===== src/spcp_pkg.sv =====
`timescale 1ns / 1ps
// Shared types, constants and saturating helpers for the segment pair closest points block.
// Used by every module under src; depends on nothing else.
package spcp_pkg;

  localparam int COORD_W = 32;
  localparam int DIFF_W  = COORD_W + 1;
  localparam int WIDE_W  = 64;
  localparam int FRAC_W  = 16;
  localparam int PARAM_W = 16;

  localparam int LAT_DOT  = 2;
  localparam int LAT_MUL  = 3;
  localparam int LAT_DIV  = PARAM_W + 1;
  localparam int LAT_LERP = 2;
  localparam int LAT_TOTAL = 1 + LAT_DOT + LAT_MUL + 1 + LAT_DIV + 1 + LAT_LERP;

  typedef logic signed [COORD_W-1:0] coord_t;
  typedef logic signed [DIFF_W-1:0]  diff_t;
  typedef logic signed [WIDE_W-1:0]  wide_t;
  typedef logic        [PARAM_W:0]   param_t;

  typedef coord_t vec_coord_t [3];
  typedef diff_t  vec_diff_t  [3];

  localparam wide_t  WIDE_MAX  = {1'b0, {(WIDE_W-1){1'b1}}};
  localparam wide_t  WIDE_MIN  = {1'b1, {(WIDE_W-1){1'b0}}};
  localparam param_t PARAM_ONE = {1'b1, {PARAM_W{1'b0}}};

  typedef struct packed {
    logic s_one;
    logic t_one;
  } pair_t;

  typedef struct packed {
    logic  den_zero;
    pair_t pair;
  } ctl_t;

  typedef struct packed {
    logic zero;
    logic one;
  } div_flag_t;

  function automatic diff_t sub_pt(coord_t a, coord_t b);
    sub_pt = diff_t'(a) - diff_t'(b);
  endfunction

  function automatic wide_t sat_add64(wide_t a, wide_t b);
    logic signed [WIDE_W:0] s;
    s = {a[WIDE_W-1], a} + {b[WIDE_W-1], b};
    if (s[WIDE_W] != s[WIDE_W-1]) begin
      sat_add64 = s[WIDE_W] ? WIDE_MIN : WIDE_MAX;
    end else begin
      sat_add64 = s[WIDE_W-1:0];
    end
  endfunction

  function automatic wide_t sat_sub64(wide_t a, wide_t b);
    logic signed [WIDE_W:0] s;
    s = {a[WIDE_W-1], a} - {b[WIDE_W-1], b};
    if (s[WIDE_W] != s[WIDE_W-1]) begin
      sat_sub64 = s[WIDE_W] ? WIDE_MIN : WIDE_MAX;
    end else begin
      sat_sub64 = s[WIDE_W-1:0];
    end
  endfunction

endpackage


===== src/spcp_lerp.sv =====
`timescale 1ns / 1ps
// Point on a segment: start plus floor of difference times parameter, per axis, two stages.
// Depends on spcp_pkg.
module spcp_lerp (
  input  logic                 clk,
  input  spcp_pkg::vec_coord_t start_pt,
  input  spcp_pkg::vec_diff_t  diff,
  input  spcp_pkg::param_t     param,
  output spcp_pkg::vec_coord_t pt
);
  import spcp_pkg::*;

  localparam int PROD_W = DIFF_W + PARAM_W + 2;
  localparam int SUM_W  = PROD_W - PARAM_W;

  logic signed [PROD_W-1:0] prod_r [3];
  coord_t                   start_r [3];
  coord_t                   pt_r [3];

  always_ff @(posedge clk) begin
    for (int k = 0; k < 3; k++) begin
      prod_r[k]  <= PROD_W'(diff[k]) * PROD_W'($signed({1'b0, param}));
      start_r[k] <= start_pt[k];
    end
  end

  always_ff @(posedge clk) begin
    for (int k = 0; k < 3; k++) begin
      pt_r[k] <= COORD_W'(SUM_W'(start_r[k]) + $signed(prod_r[k][PROD_W-1:PARAM_W]));
    end
  end

  assign pt = pt_r;

endmodule


===== config.mk =====
export PLATFORM = sky130hd
export DESIGN_NAME = spcp_lerp
export DESIGN_NICKNAME = d
export VERILOG_FILES = /design/src/spcp_pkg.sv /design/src/spcp_lerp.sv
export SDC_FILE = /design/constraint.sdc
export NUM_CORES = 2
export LEC_CHECK = 0
export BUFFER_PORTS_ARGS = -buffer_cell sky130_fd_sc_hd__buf_2
export CAP_MARGIN = 5
export CORE_MARGIN = 1
export CORE_UTILIZATION = 47
export CTS_CLUSTER_DIAMETER = 100
export DETAILED_ROUTE_END_ITERATION = 10
export GPL_TIMING_DRIVEN = 0
export PLACE_DENSITY_LB_ADDON = 0.25
export SETUP_SLACK_MARGIN = 0.15
export SYNTH_ARGS = -nofsm -noshare
export SYNTH_HDL_FRONTEND = slang
export SYNTH_SLANG_ARGS = --single-unit

===== constraint.sdc =====
create_clock -name clk -period 15.28 [get_ports clk]
set_input_delay 3.056 -clock clk [delete_from_list [all_inputs] [get_ports clk]]
set_output_delay 3.056 -clock clk [all_outputs]
set_load 0.005 [all_outputs]

==> impl_metrics.yaml <==
synthesis:
  yosys.area_share.xor_xnor_pct: 2.93
  synthAdderAreaFrac_pct: 55.5
  muxShareOfSynthArea_pct: 0.0153
  synth.distinct_cells: 63
  yosys.area_share.simple_pct: 15.8
  synth_area_mm2: 0.0653
  synthArstFlopShare_pct: 0
  syn_area_per_cell_um2: 9.22
  syn-num-nets: 9258
  seq_area_frac_synth_pct: 8.84
  yosysWarnings: 0
  synth-compound-area-share_pct: 4.58
  synth_top_family_by_area: "adder cells"
  ys_ff_latch: 288
  synth_edf_count: 0
  ys_dominant_reg_cell: "dfxtp_1"
  synthCells: 7077
critical_path:
  start_kind: "primary input"
  path_delay_family: "adder cells"
  cp_cell_sequence: "clkbuf_1 > clkbuf_1 > and2_1 > fa_1 > inv_1 > fa_1 > fa_1 > fa_1 > inv_1 > fa_1 > inv_1 > fa_1 > inv_1 > ha_1 > a222oi_1 > nand3_1 > o22ai_1 > o21ai_0 > and4_1 > o311ai_0 > nand4_1 > a31oi_1 > o21bai_1 > xor2_1"
  arrival_ns: 12.41
  worst_path_largest_cell_delay_ns: 1.03
  crit_fanout: 12
  cp_num_buf_inv: 6
  endpoint_kind: "register"
  worstSetupPathType: "primary input to register"
  critPathMostFrequentCell: "fa_1"
  slowest_stage: "clkbuf_1"
  required_ns: 15.78
floorplan:
  die_x_um: 375
  fp-row-count: 136
  io_pins: 309
  die_h_um: 375
  dieArea_mm2: 0.140
  core_mm2: 0.138
  initial_utilization_pct: 47.4
finish:
  fillers: 13000
  final_cells: 9280
  stdcell_area_mm2: 0.0705
  drive_gt1_share_pct: 5.15
  nets: 9598
  area_delta_synth_final_pct: 8.00
run:
  drv_cap: 0
route:
  viasPerCell: 5.27
  post_drt_wl_per_cell_um: 22.0
  wl_mm: 205
  drc: 0
  drt_iter0_drc: 3504
  final_antenna_net_count: 0
  dr.pass1.iters: 6
  vias: 48900
cts:
  post_cts_buffers: 0
  htreeDepth: 2
  cts.path.max_buffers: 3
  tritoncts: "done"
  cts_buffers: 37
  clkSlewWorstSetupHoldPaths_ns: 0.06
  hold_buffers: 0
  root_buffer: "clkbuf_16"
  cts_resized: 0
  clkSinkCount: 288
  clock_latency_ns: 0.62
timing:
  fmax_mhz: 84.0
  hold_viol: 0
  period_share_pct: 77.9
  setup_viol: 0
  drv_slew: 0
  finalCriticalPeriod_ns: 11.91
  fin_hold_ws_ns: 0.446
  relSlewSlack_pct: 3.38
  finClkSkew_ns: 0.0343
  worst_pin_slew_ns: 1.45
  rsz0062_at_grt: "no"
  setup_tns_ns: 0
global_routing:
  grt_remaining_overflow: 0
  grt_use_total_pct: 30.0
  grt_max_degree: 13
  antenna_found_initial: 78
  grt_pass1_wl_mm: 313
  grt_pass1_vias: 52200
placement:
  placed_cells: 9168
  place.gp.congestion: 0.982
  hpwl_mm: 170
  post_dp_cell_area_mm2: 0.0690
  port_buffers: 292
run_status:
  outcome: "completed"
worst_hold_path:
  min_path_type: "register to register"
==> metal layers <==
metal | share of wire [%] | vias to the layer above | GRT usage [%]
li1 | - | 21100 | -
met1 | 37 | 24800 | 36.3
met2 | 46 | 2282 | 48.1
met3 | 11 | 632 | 9.22
met4 | 6.2 | 66 | 16.2
met5 | 0.22 | - | 0
==> final cells by class <==
type                    count  area, um^2  area share (%)
diodes                     45         113           0.160
plain buffers             283        1070            1.51
clock buffers              48        1030            1.46
clock inverters            15         225           0.320
inverters                1854        6960            9.88
multi-input cells        4652       51500            73.0
flip-flops and latches    288        5770            8.18
well taps                1794        2240            3.19
repair buffers            301        1600            2.28
==> flip-flops by register name, summed over array words and instances, names as in the netlist <==
name     flops
prod_r      96
pt          96
start_r     96
==> cells in the mapped netlist, types with 34 or more instances <==
cell type	count	area [um^2]
nor2_1	100	375
fa_1	1545	30900
nand2_1	785	2950
a21oi_1	131	656
clkbuf_1	282	1060
dfxtp_1	288	5770
a21o_1	99	743
ha_1	423	5290
and2_1	953	5960
xnor2_1	159	1390
xor2_1	59	517
inv_1	1854	6960
nand3_1	34	170
o21ai_0	59	295
==> cells in the final DEF (no fill, tap or decap), drive strengths merged, types with 131 or more instances in the layout <==
cell    instances
inv          1859
fa           1545
and2          953
nand2         785
ha            423
clkbuf        330
buf           301
dfxtp         288
xnor2         159
a21oi         131
==> final timing paths <==
path	startpoint	end	slack, ns	cells after the start
min	prod_r[0][67]	pt[32]	0.45	1
min reg2reg	prod_r[0][67]	pt[32]	0.45	1
max reg2reg	prod_r[0][118]	pt[30]	11.40	13
max	param[8]	prod_r[0][148]	3.37	24
==> through the flow <==
step | utilization (%) | setup slack (ns)
after floorplan | - | 5.96
after global placement | 50.1 | 2.97
after detailed placement | 50.1 | 3.06
after CTS | 51.1 | 3.68
after global routing | 51.1 | 3.31
final | 51.2 | 3.37
==> kinds of logic after synthesis <==
| group | Yosys count |
|---|---|
| XOR/XNOR | 218 |
| AND/OR/NAND/NOR | 2014 |
| adder cells (fa/ha/maj) | 1968 |
| flip-flops | 288 |
| buffers and inverters | 2137 |
| AO/OA/AOI/OAI | 451 |
| multiplexers | 1 |
Power is not shown: default switching activity piles up to over one toggle a cycle in this logic, so the estimate is an artifact.
